[src/rtl/pid_controller_clamped_integral_unit_assert.svh]
// ---------------------------------------------------------------------------
// Assertion macros for the PID controller unit
// Shared concurrent assertion forms, clocked on clk and disabled in reset.
// ---------------------------------------------------------------------------
`ifndef PID_CONTROLLER_CLAMPED_INTEGRAL_UNIT_ASSERT_SVH
`define PID_CONTROLLER_CLAMPED_INTEGRAL_UNIT_ASSERT_SVH

// Consequent must hold in the same cycle as the antecedent.
`define PIDC_ASSERT_SAME(label, ante, cons, msg) \
  label: assert property (@(posedge clk) disable iff (rst) (ante) |-> (cons)) else $error(msg);

// Consequent must hold in the cycle after the antecedent.
`define PIDC_ASSERT_NEXT(label, ante, cons, msg) \
  label: assert property (@(posedge clk) disable iff (rst) (ante) |=> (cons)) else $error(msg);

`endif

[src/rtl/pidc_pkg.sv]
// ---------------------------------------------------------------------------
// PID controller package
// Shared request/response types, register indexes and saturation helper.
// ---------------------------------------------------------------------------
package pidc_pkg;

  localparam int MUL_STEPS = 32;
  localparam int DIV_STEPS = 64;

  localparam logic [2:0] REG_KP     = 3'd0;
  localparam logic [2:0] REG_KI     = 3'd1;
  localparam logic [2:0] REG_KD     = 3'd2;
  localparam logic [2:0] REG_TARGET = 3'd3;
  localparam logic [2:0] REG_OFFSET = 3'd4;
  localparam logic [2:0] REG_BOUND  = 3'd5;

  localparam logic [31:0] MS_PER_SECOND = 32'd1000;

  typedef struct packed {
    logic               start;
    logic signed [33:0] a;
    logic signed [32:0] b;
  } mul_req_t;

  typedef struct packed {
    logic               done;
    logic signed [65:0] p;
  } mul_rsp_t;

  typedef struct packed {
    logic        start;
    logic [63:0] num;
    logic [31:0] den;
  } div_req_t;

  typedef struct packed {
    logic        done;
    logic [63:0] quo;
  } div_rsp_t;

  function automatic logic signed [31:0] sat32(input logic signed [63:0] v);
    logic signed [31:0] r;
    if (v > 64'sd2147483647) begin
      r = 32'sh7fffffff;
    end else if (v < -64'sd2147483648) begin
      r = 32'sh80000000;
    end else begin
      r = v[31:0];
    end
    return r;
  endfunction

endpackage

[src/rtl/pid_controller_clamped_integral_unit.sv]
// ---------------------------------------------------------------------------
// PID controller with clamped integral
// Q16.16 PID step per sample, built on a serial multiplier and divider.
// ---------------------------------------------------------------------------
// Usage: each request on the s_ channel carries a measurement and a
// millisecond timestamp; exactly one result per request leaves on the m_
// channel with the drive, the error and the integral clamp flag.
// The first request after reset only primes the timestamp; its result, with a
// drive of zero, moves from S_DONE to the output register and raises m_tvalid.
// Every later request runs through the shared units in turn: the integral
// product and divide by 1000, the derivative product and divide by the
// elapsed time, and three gain products. A zero elapsed time skips the
// derivative path. s_tready is high only while the sequencer is idle, so a new
// request is taken only once the last result has left the sequencer. The
// result sits in an output register, so the next request is taken and worked
// on while the receiver stalls; the sequencer then waits until that register
// is free. Reset clears all gains, the setpoint, the bound, the integral and
// the primed flag. Registers are to be written over the APB port only while
// idle; the block itself does not enforce this.
// ---------------------------------------------------------------------------
module pid_controller_clamped_integral_unit (
  input  logic        clk,
  input  logic        rst,
  input  logic        s_tvalid,
  output logic        s_tready,
  input  logic [63:0] s_tdata,   // [31:0] measured_value, [63:32] time_ms
  output logic        m_tvalid,
  input  logic        m_tready,
  output logic [71:0] m_tdata,   // [31:0] drive_value, [63:32] current_error,
                                 // [64] integral_clamped, [71:65] zero
  input  logic        psel,
  input  logic        penable,
  input  logic        pwrite,
  input  logic [4:0]  paddr,
  input  logic [31:0] pwdata,
  output logic [31:0] prdata,
  output logic        pready
);

  `include "pid_controller_clamped_integral_unit_assert.svh"

  typedef enum logic [9:0] {
    S_IDLE = 10'b0000000001,
    S_MI   = 10'b0000000010,
    S_DI   = 10'b0000000100,
    S_INT  = 10'b0000001000,
    S_MD   = 10'b0000010000,
    S_DD   = 10'b0000100000,
    S_MP   = 10'b0001000000,
    S_MK   = 10'b0010000000,
    S_MKD  = 10'b0100000000,
    S_DONE = 10'b1000000000
  } state_t;

  state_t state;

  logic signed [31:0] kp, ki, kd, target, offset;
  logic [30:0]        bound;

  logic               primed;
  logic signed [31:0] integral_sum, error_now, error_before, deriv, drive_r;
  logic [31:0]        time_before, elapsed;
  logic               clamp_r, quo_neg, go;
  logic signed [55:0] step_q;
  logic signed [51:0] acc;

  logic signed [31:0] o_drive, o_error;
  logic               o_clamp, o_valid;

  pidc_pkg::mul_req_t mul_req;
  pidc_pkg::mul_rsp_t mul_rsp;
  pidc_pkg::div_req_t div_req;
  pidc_pkg::div_rsp_t div_rsp;

  logic signed [31:0] meas;
  logic [31:0]        now;
  logic signed [33:0] err_full, diff;
  logic signed [63:0] err_wide, deriv_wide, total_wide;
  logic [65:0]        p_mag;
  logic signed [56:0] sum, bound_pos;
  logic signed [63:0] dq;
  logic signed [51:0] total;
  logic               wr;

  assign meas = s_tdata[31:0];
  assign now  = s_tdata[63:32];
  assign err_full = 34'(target) + 34'(offset) - 34'(meas);
  assign err_wide = 64'(err_full);
  assign diff = 34'(error_now) - 34'(error_before);
  assign p_mag = mul_rsp.p[65] ? 66'(-mul_rsp.p) : mul_rsp.p;
  assign sum = 57'(integral_sum) + 57'(step_q);
  assign bound_pos = $signed({26'd0, bound});
  assign dq = quo_neg ? -$signed({1'b0, div_rsp.quo[62:0]})
                      : $signed({1'b0, div_rsp.quo[62:0]});
  assign total = acc + 52'($signed(mul_rsp.p[65:16]));
  assign total_wide = 64'(total);
  assign deriv_wide = dq;

  assign s_tready = (state == S_IDLE);
  assign wr = psel && penable && pwrite && pready;
  assign pready = 1'b1;

  // Operand selection for the shared units follows the sequencer state.
  always_comb begin
    mul_req.start = go && (state == S_MI || state == S_MD || state == S_MP ||
                           state == S_MK || state == S_MKD);
    case (state)
      S_MI: begin
        mul_req.a = 34'(error_now);
        mul_req.b = $signed({1'b0, elapsed});
      end
      S_MD: begin
        mul_req.a = diff;
        mul_req.b = $signed({1'b0, pidc_pkg::MS_PER_SECOND});
      end
      S_MP: begin
        mul_req.a = 34'(kp);
        mul_req.b = 33'(error_now);
      end
      S_MK: begin
        mul_req.a = 34'(ki);
        mul_req.b = 33'(integral_sum);
      end
      S_MKD: begin
        mul_req.a = 34'(kd);
        mul_req.b = 33'(deriv);
      end
      default: begin
        mul_req.a = '0;
        mul_req.b = '0;
      end
    endcase
    div_req.start = go && (state == S_DI || state == S_DD);
    div_req.num   = p_mag[63:0];
    div_req.den   = (state == S_DI) ? pidc_pkg::MS_PER_SECOND : elapsed;
  end

  pidc_mul u_mul (.clk(clk), .rst(rst), .req(mul_req), .rsp(mul_rsp));
  pidc_div u_div (.clk(clk), .rst(rst), .req(div_req), .rsp(div_rsp));

  always_ff @(posedge clk) begin
    if (rst) begin
      kp     <= '0;
      ki     <= '0;
      kd     <= '0;
      target <= '0;
      offset <= '0;
      bound  <= '0;
    end else if (wr) begin
      case (paddr[4:2])
        pidc_pkg::REG_KP:     kp     <= pwdata;
        pidc_pkg::REG_KI:     ki     <= pwdata;
        pidc_pkg::REG_KD:     kd     <= pwdata;
        pidc_pkg::REG_TARGET: target <= pwdata;
        pidc_pkg::REG_OFFSET: offset <= pwdata;
        pidc_pkg::REG_BOUND:  bound  <= pwdata[30:0];
        default: ;
      endcase
    end
  end

  always_comb begin
    case (paddr[4:2])
      pidc_pkg::REG_KP:     prdata = kp;
      pidc_pkg::REG_KI:     prdata = ki;
      pidc_pkg::REG_KD:     prdata = kd;
      pidc_pkg::REG_TARGET: prdata = target;
      pidc_pkg::REG_OFFSET: prdata = offset;
      pidc_pkg::REG_BOUND:  prdata = {1'b0, bound};
      default:              prdata = '0;
    endcase
  end

  always_ff @(posedge clk) begin
    if (rst) begin
      state        <= S_IDLE;
      go           <= 1'b0;
      primed       <= 1'b0;
      integral_sum <= '0;
      error_now    <= '0;
      error_before <= '0;
      time_before  <= '0;
      clamp_r      <= 1'b0;
      o_valid      <= 1'b0;
    end else begin
      go <= 1'b0;
      if (o_valid && m_tready) begin
        o_valid <= 1'b0;
      end
      case (state)
        S_IDLE: begin
          if (s_tvalid) begin
            time_before  <= now;
            error_before <= error_now;
            clamp_r      <= 1'b0;
            primed       <= 1'b1;
            if (primed) begin
              elapsed   <= now - time_before;
              error_now <= pidc_pkg::sat32(err_wide);
              go        <= 1'b1;
              state     <= S_MI;
            end else begin
              drive_r <= '0;
              state   <= S_DONE;
            end
          end
        end
        S_MI: begin
          if (mul_rsp.done) begin
            quo_neg <= mul_rsp.p[65];
            go      <= 1'b1;
            state   <= S_DI;
          end
        end
        S_DI: begin
          if (div_rsp.done) begin
            step_q <= quo_neg ? -$signed({1'b0, div_rsp.quo[54:0]})
                              : $signed({1'b0, div_rsp.quo[54:0]});
            state  <= S_INT;
          end
        end
        S_INT: begin
          if (sum > bound_pos) begin
            integral_sum <= bound_pos[31:0];
            clamp_r      <= 1'b1;
          end else if (sum < -bound_pos) begin
            integral_sum <= 32'(-bound_pos);
            clamp_r      <= 1'b1;
          end else begin
            integral_sum <= sum[31:0];
          end
          go <= 1'b1;
          if (elapsed == 32'd0) begin
            deriv <= '0;
            state <= S_MP;
          end else begin
            state <= S_MD;
          end
        end
        S_MD: begin
          if (mul_rsp.done) begin
            quo_neg <= mul_rsp.p[65];
            go      <= 1'b1;
            state   <= S_DD;
          end
        end
        S_DD: begin
          if (div_rsp.done) begin
            deriv <= pidc_pkg::sat32(deriv_wide);
            go    <= 1'b1;
            state <= S_MP;
          end
        end
        S_MP: begin
          if (mul_rsp.done) begin
            acc   <= 52'($signed(mul_rsp.p[65:16]));
            go    <= 1'b1;
            state <= S_MK;
          end
        end
        S_MK: begin
          if (mul_rsp.done) begin
            acc   <= total;
            go    <= 1'b1;
            state <= S_MKD;
          end
        end
        S_MKD: begin
          if (mul_rsp.done) begin
            drive_r <= pidc_pkg::sat32(total_wide);
            state   <= S_DONE;
          end
        end
        S_DONE: begin
          if (!o_valid || m_tready) begin
            o_drive <= drive_r;
            o_error <= error_now;
            o_clamp <= clamp_r;
            o_valid <= 1'b1;
            state   <= S_IDLE;
          end
        end
        default: state <= S_IDLE;
      endcase
    end
  end

  assign m_tvalid = o_valid;
  assign m_tdata  = {7'd0, o_clamp, o_error, o_drive};

  `PIDC_ASSERT_NEXT(a_accept_busy, s_tvalid && s_tready, !s_tready,
                    "block still ready after taking a request")
  `PIDC_ASSERT_SAME(a_no_start_idle, state == S_IDLE, !mul_req.start && !div_req.start,
                    "unit started while idle")
  `PIDC_ASSERT_SAME(a_clamp_value, state == S_DONE && clamp_r,
                    integral_sum == bound_pos[31:0] || integral_sum == 32'(-bound_pos),
                    "clamp flag set but integral is not at the bound")
  `PIDC_ASSERT_SAME(a_mul_done_state, mul_rsp.done,
                    state == S_MI || state == S_MD || state == S_MP ||
                    state == S_MK || state == S_MKD,
                    "multiplier finished outside a multiply step")

endmodule

[src/rtl/pidc_mul.sv]
// ---------------------------------------------------------------------------
// Serial multiplier
// Signed 34 x 33 bit product, one multiplier bit per cycle (shift and add).
// ---------------------------------------------------------------------------
module pidc_mul (
  input  logic               clk,
  input  logic               rst,
  input  pidc_pkg::mul_req_t req,
  output pidc_pkg::mul_rsp_t rsp
);

  logic        busy;
  logic        done;
  logic [4:0]  cnt;
  logic [32:0] amag;
  logic [32:0] hi;
  logic [31:0] lo;
  logic        neg;
  logic [33:0] a_abs;
  logic [32:0] b_abs;
  logic [33:0] t;
  logic [65:0] mag;

  assign a_abs = req.a[33] ? 34'(-req.a) : req.a;
  assign b_abs = req.b[32] ? 33'(-req.b) : req.b;
  assign t = {1'b0, hi} + (lo[0] ? {1'b0, amag} : 34'd0);
  assign mag = {1'b0, hi, lo};

  always_ff @(posedge clk) begin
    if (rst) begin
      busy <= 1'b0;
      done <= 1'b0;
    end else begin
      done <= 1'b0;
      if (req.start) begin
        busy <= 1'b1;
        cnt  <= '0;
        amag <= a_abs[32:0];
        lo   <= b_abs[31:0];
        hi   <= '0;
        neg  <= req.a[33] ^ req.b[32];
      end else if (busy) begin
        hi  <= t[33:1];
        lo  <= {t[0], lo[31:1]};
        cnt <= cnt + 5'd1;
        if (cnt == 5'(pidc_pkg::MUL_STEPS - 1)) begin
          busy <= 1'b0;
          done <= 1'b1;
        end
      end
    end
  end

  assign rsp.done = done;
  assign rsp.p    = neg ? $signed(-mag) : $signed(mag);

endmodule

[src/rtl/pidc_div.sv]
// ---------------------------------------------------------------------------
// Serial divider
// Unsigned 64 / 32 bit restoring division, one quotient bit per cycle.
// ---------------------------------------------------------------------------
module pidc_div (
  input  logic               clk,
  input  logic               rst,
  input  pidc_pkg::div_req_t req,
  output pidc_pkg::div_rsp_t rsp
);

  logic        busy;
  logic        done;
  logic [5:0]  cnt;
  logic [31:0] rem;
  logic [63:0] quo;
  logic [31:0] den;
  logic [32:0] r;
  logic        fits;

  assign r    = {rem, quo[63]};
  assign fits = r >= {1'b0, den};

  always_ff @(posedge clk) begin
    if (rst) begin
      busy <= 1'b0;
      done <= 1'b0;
    end else begin
      done <= 1'b0;
      if (req.start) begin
        busy <= 1'b1;
        cnt  <= '0;
        rem  <= '0;
        quo  <= req.num;
        den  <= req.den;
      end else if (busy) begin
        rem <= fits ? 32'(r - {1'b0, den}) : r[31:0];
        quo <= {quo[62:0], fits};
        cnt <= cnt + 6'd1;
        if (cnt == 6'(pidc_pkg::DIV_STEPS - 1)) begin
          busy <= 1'b0;
          done <= 1'b1;
        end
      end
    end
  end

  assign rsp.done = done;
  assign rsp.quo  = quo;

endmodule

[config.mk]
export PLATFORM = sky130hd
export DESIGN_NAME = pid_controller_clamped_integral_unit
export DESIGN_NICKNAME = d
export VERILOG_FILES = /design/src/rtl/pidc_pkg.sv /design/src/rtl/pid_controller_clamped_integral_unit.sv /design/src/rtl/pidc_mul.sv /design/src/rtl/pidc_div.sv
export VERILOG_INCLUDE_DIRS = /design/src /design/src/rtl
export SDC_FILE = /design/constraint.sdc
export NUM_CORES = 2
export LEC_CHECK = 0
export BUFFER_PORTS_ARGS = -buffer_cell sky130_fd_sc_hd__buf_2
export CAP_MARGIN = 20
export CORE_MARGIN = 5
export CORE_UTILIZATION = 45
export CTS_CLUSTER_DIAMETER = 80
export CTS_CLUSTER_SIZE = 20
export DETAILED_ROUTE_END_ITERATION = 12
export PLACE_DENSITY = 0.67
export SYNTH_ARGS = -nofsm -noshare
export SYNTH_HDL_FRONTEND = slang
export SYNTH_HIERARCHICAL = 1
export SYNTH_SLANG_ARGS = --single-unit
[constraint.sdc]
create_clock -name clk -period 20.3 [get_ports clk]
set_input_delay 1.015 -clock clk [delete_from_list [all_inputs] [get_ports clk]]
set_output_delay 1.015 -clock clk [all_outputs]
set_load 0.02 [all_outputs]
; ---- Word-level counts from Yosys, hierarchy flattened
; Index checks and enable logic that the tools add are counted.
[op_classes]
n_addsub = 17
n_lt_le_gt_ge = 9
eq_ne = 29
muxes = 68
bitwise_logic = 4
n_reduce_logical = 45
[op_table]
columns = cell, n
row1 = $mux 32, 18
row2 = $pmux 67 s5, 1
row3 = $mux 64, 4
row4 = $pmux 32 s6, 1
row5 = $pmux 32 s2, 2
row6 = $mux 52, 2
row7 = $pmux 52 s2, 1
row8 = $mux 10, 10
row9 = $pmux 10 s10, 1
row10 = $mux 33, 3
row11 = $mux 66, 1
row12 = $neg 65->66, 1
row13 = $gt 64x32->1 const B, 1
row14 = $lt 64x32->1 const B, 1
row15 = $neg 63->64, 1
row16 = $neg 64->64, 1
row17 = $sub 32x32->32, 2
row18 = $add 32x56->57, 1
row19 = $gt 57x32->1, 1
row20 = $lt 57x57->1, 1
row21 = $neg 31->57, 1
row22 = $neg 55->56, 1
row23 = $mux 55, 1
row24 = $add 52x50->52, 1
row25 = 53 further kinds, 114
[totals]
ff_bits = 845
input_bits = 108
out_inout_bits = 107
wordCells = 210

; ---- Depth between registers and ports, before layout
[logic_depth]
word_depth = 8
mapped_depth = 27
depth_no_buf = 25

; ---- By module
; Netlist, hierarchy kept.
[by_module_without_submodules]
columns = module, instances, cells_per_inst, area_per_inst_um2, seq_area_each_um2
row1 = pid_controller_clamped_integral_unit, 1, 5106, 42305.6, 14774.2
row2 = pidc_mul, 1, 933, 8548.2, 3163.0
row3 = pidc_div, 1, 605, 7419.6, 4063.9

; ---- Least setup slack after synthesis
; Ideal clock, no wire load.
[synth_timing]
path_kind = register -> register
start = reg state[4]
end = reg u_div.cnt[0], enable pin
arrival_ps = 6723
required_time_ps = 19736
path_slack_ps = 13014
path_stages_with_launch = 14
path_buffers = 5
cell_sequence = dfxtp_1 clkbuf_1 nor4_1 nand2_1 nor3_1 nand3b_1 clkbuf_1 nand2_1 and2_1 clkbuf_1 buf_1 clkbuf_1 nor2_1 nor2_1
[synth_rtl]
columns = item, line
row1 = "start, declared", pid_controller_clamped_integral_unit.sv:55  ; state_t state;
row2 = "start signal, assigned", pid_controller_clamped_integral_unit.sv:176  ; state <= S_IDLE;
row3 = "start signal, assigned", pid_controller_clamped_integral_unit.sv:201  ; state <= S_MI;
row4 = "start signal, assigned", pid_controller_clamped_integral_unit.sv:204  ; state <= S_DONE;
row5 = "end signal, assigned", pidc_div.sv:39  ; cnt <= cnt + 6'd1;
row6 = "end, declared", pidc_div.sv:14  ; logic [5:0] cnt;

==> flow_metrics.tcl <==
set metrics [dict create \
    synth_area_leaders "edfxtp_1 (26%), dfxtp_1 (12%), ha_1 (7.8%), nand2_1 (6.2%), a21oi_1 (5.3%)" \
    syn-instance-count 6644 \
    max_stage_delay_ps 880 \
    gr-usage-all-layers_pct 27.3 \
    drive_above_1_share_pct 8.98 \
    yosysWarnings 6 \
    clock-sinks 845 \
    synthArstFlopShare_pct 0 \
    gp_congestion 1.01 \
    whs_ps 396 \
    max-cap-violations 0 \
    regArea_um2 22000 \
    ios 215 \
    clk_pin_slew_worst_paths_ps 90 \
    fill_cells 12300 \
    required_ps 20720 \
    mostFrequentLayoutCells "nand2_1 (954), a21oi_1 (619), edfxtp_1 (508)" \
    core_area_um2 129000 \
    rows 132 \
    cp-end-kind "register" \
    synth_top_flop_cell "edfxtp_1" \
    tns_ps 0 \
    post-route-drc-count 0 \
    postRouteAntennaNets 0 \
    drt-vias-per-instance 6.09 \
    synth_edf_count 508 \
    numCtsBuffers 55 \
    slowest_stage "nor4_1" \
    worst_pin_slew_ps 1310 \
    routed_wl_mm 195 \
    hold_violations 0 \
    ctsLongestPathBuffers 3 \
    initial_core_util_pct 45.1 \
    antenna_found_initial 14 \
    hold_path_class "register to register" \
    avgRoutedWirePerCell_um 23.0 \
    cts_tree "built" \
    ys_seq_elements 845 \
    synth.top_cell.area_share_pct 26.2 \
    grt_max_degree 92 \
    grt_pass1_wl_mm 291 \
    syn_area_um2 58300 \
    skew_ps 48.6 \
    die_w_um 370 \
    fin_crit_ps 8220 \
    grt_pass1_vias 47700 \
    cp-start-kind "register" \
    overflow 0 \
    finalNetCount 7196 \
    final_common_cell "nand2_1" \
    dp_hpwl_mm 146 \
    drtPass1Iterations 6 \
    clock_latency_ps 720 \
    fmax_mhz 122 \
    yosys.cell_types.count 102 \
    holdBufCountCts 0 \
    slew_violations 0 \
    area_growth_pct 8.10 \
    setup_violations 0 \
    path_class "register to register" \
    p_leak_nw 24.1 \
    irDropWorstVdd_mv 0.0666 \
    die_y_um 370 \
    worstPathArrival_ps 8640 \
    avgSynthCellArea_um2 8.77 \
    dieArea_um2 137000 \
    critPathBufInv 2 \
    p_per_area_nw_per_um2 55.6 \
    period_share_pct 40.5 \
    cts-root-buf "clkbuf_16" \
    multiInputGateArea_um2 33600 \
    rsz0062_at_grt "no" \
    crit_chain "or3_1 -> or3b_2 -> nor4_1 -> nand4_1 -> or2_0 -> o31ai_1 -> xnor2_1 -> buf_4 -> ha_1 -> nand2_1 -> o21ai_0 -> or3_1 -> nor3_1 -> o21ai_1 -> a21o_1 -> a221oi_1 -> o211ai_1 -> a311o_1 -> a21o_1 -> xor2_1 -> o41ai_2 -> buf_4 -> a21oi_1" \
    critPathTopFamily "simple AND/OR/NAND/NOR gates" \
    ys_seq_area_share_pct 37.8 \
    drt_iter0_markers 5580 \
    crit_fanout 31 \
    slew_headroom_pct 12.2 \
    port_buffers 204 \
    htreeDepth 2 \
    post_cts_resize_count 0 \
    synth.largest_area_cell "edfxtp_1" \
    cts_setup_buffers 0 \
    run_status "finished clean" \
    vias 51700 \
]
metal layers:
layer	global-route usage, %	wire, um
met1	35.8	79300
met2	43.4	87700
met3	4.19	16100
met4	15.2	12200
met5	0	49
where the power goes:
part / leakage [nW] / total [W] / switching, W / internal [W]
clock network: 0.831 / 0.00120 / 0.000662 / 0.000536
logic: 15.9 / 0.000449 / 0.000285 / 0.000165
registers: 7.34 / 0.00186 / 0.0000266 / 0.00183
cells by family after synthesis:
group                      synth area share (%)
and+or+nand+nor                            17.0
adders and majority gates                  9.10
xor gates and xnor gates                   7.32
AOI/OAI and AO/OA                          21.5
muxes                                      2.39
buffers and inverters                      4.96
DFF                                        37.8
other                                    0.0129
Yosys cell counts, types with 48 or more instances:
cell type and count:
dfxtp_1 337, nand4_1 87, edfxtp_1 508, nor3_1 96
xnor2_1 340, mux2_2 71, nand2b_1 50, and2_1 90
mux2i_1 59, a21oi_1 621, o31ai_1 84, or3_1 61
ha_1 362, nand3_1 130, a31oi_1 48, a21o_1 156
a22oi_1 161, o21ai_0 341, a211oi_1 52, nor4_1 54
clkbuf_1 297, nor2_1 369, inv_1 402, xor2_1 147
nand2_1 957
flip-flops by register name, indices dropped and copies added (netlist names), 33 cells and up:
name        cells
u_div/quo      64
u_mul/amag     33
step_q         56
acc            52
u_mul/hi       33
worst register-to-register path, stage by stage, from the launching register on:
cell and delay (ps):
edfxtp_1 450, or3_1 430, or3b_2 560, nor4_1 880
nand4_1 410, or2_0 440, o31ai_1 280, xnor2_1 180
buf_4 230, ha_1 310, nand2_1 100, o21ai_0 170
or3_1 390, nor3_1 250, o21ai_1 220, a21o_1 270
a221oi_1 520, o211ai_1 280, a311o_1 330, a21o_1 180
xor2_1 190, o41ai_2 380, buf_4 370, a21oi_1 140
layout make-up:
type                       count  share of cell area [%]
antenna                       20                  0.0794
clock buffer                  76                    2.39
clock inverter                18                   0.332
inverter                     402                    2.40
multi-input combinational   5061                    53.3
sequential                   845                    34.9
tap                         1742                    3.46
timing repair buffer         323                    3.11
metrics by stage:
step / area, um2 / setup WS, ps / instances / total power [W] / utilization [%]
2_1_floorplan: 58300 / 13010 / 6650 / 0.00218 / -
3_3_place_gp: 61200 / 12440 / 8370 / 0.00232 / 47.4
3_5_place_dp: 61200 / 12300 / 8371 / 0.00233 / 47.4
4_1_cts: 62900 / 12260 / 8465 / 0.00352 / 48.7
5_1_grt: 63000 / 11670 / 8470 / 0.00363 / 48.7
6_report: 63000 / 12080 / 8487 / 0.00350 / 48.8
worst paths after layout:
check / startpoint / endpoint / slack, ps / depth (start not counted)
max reg2reg: u_mul/lo[3] / drive_r[3] / 12080 / 23
min: drive_r[2] / o_drive[2] / 400 / 0
min reg2reg: drive_r[2] / o_drive[2] / 400 / 0
max: u_mul/lo[3] / drive_r[3] / 12080 / 23
Note: power is estimated with default switching activity, not from simulation.
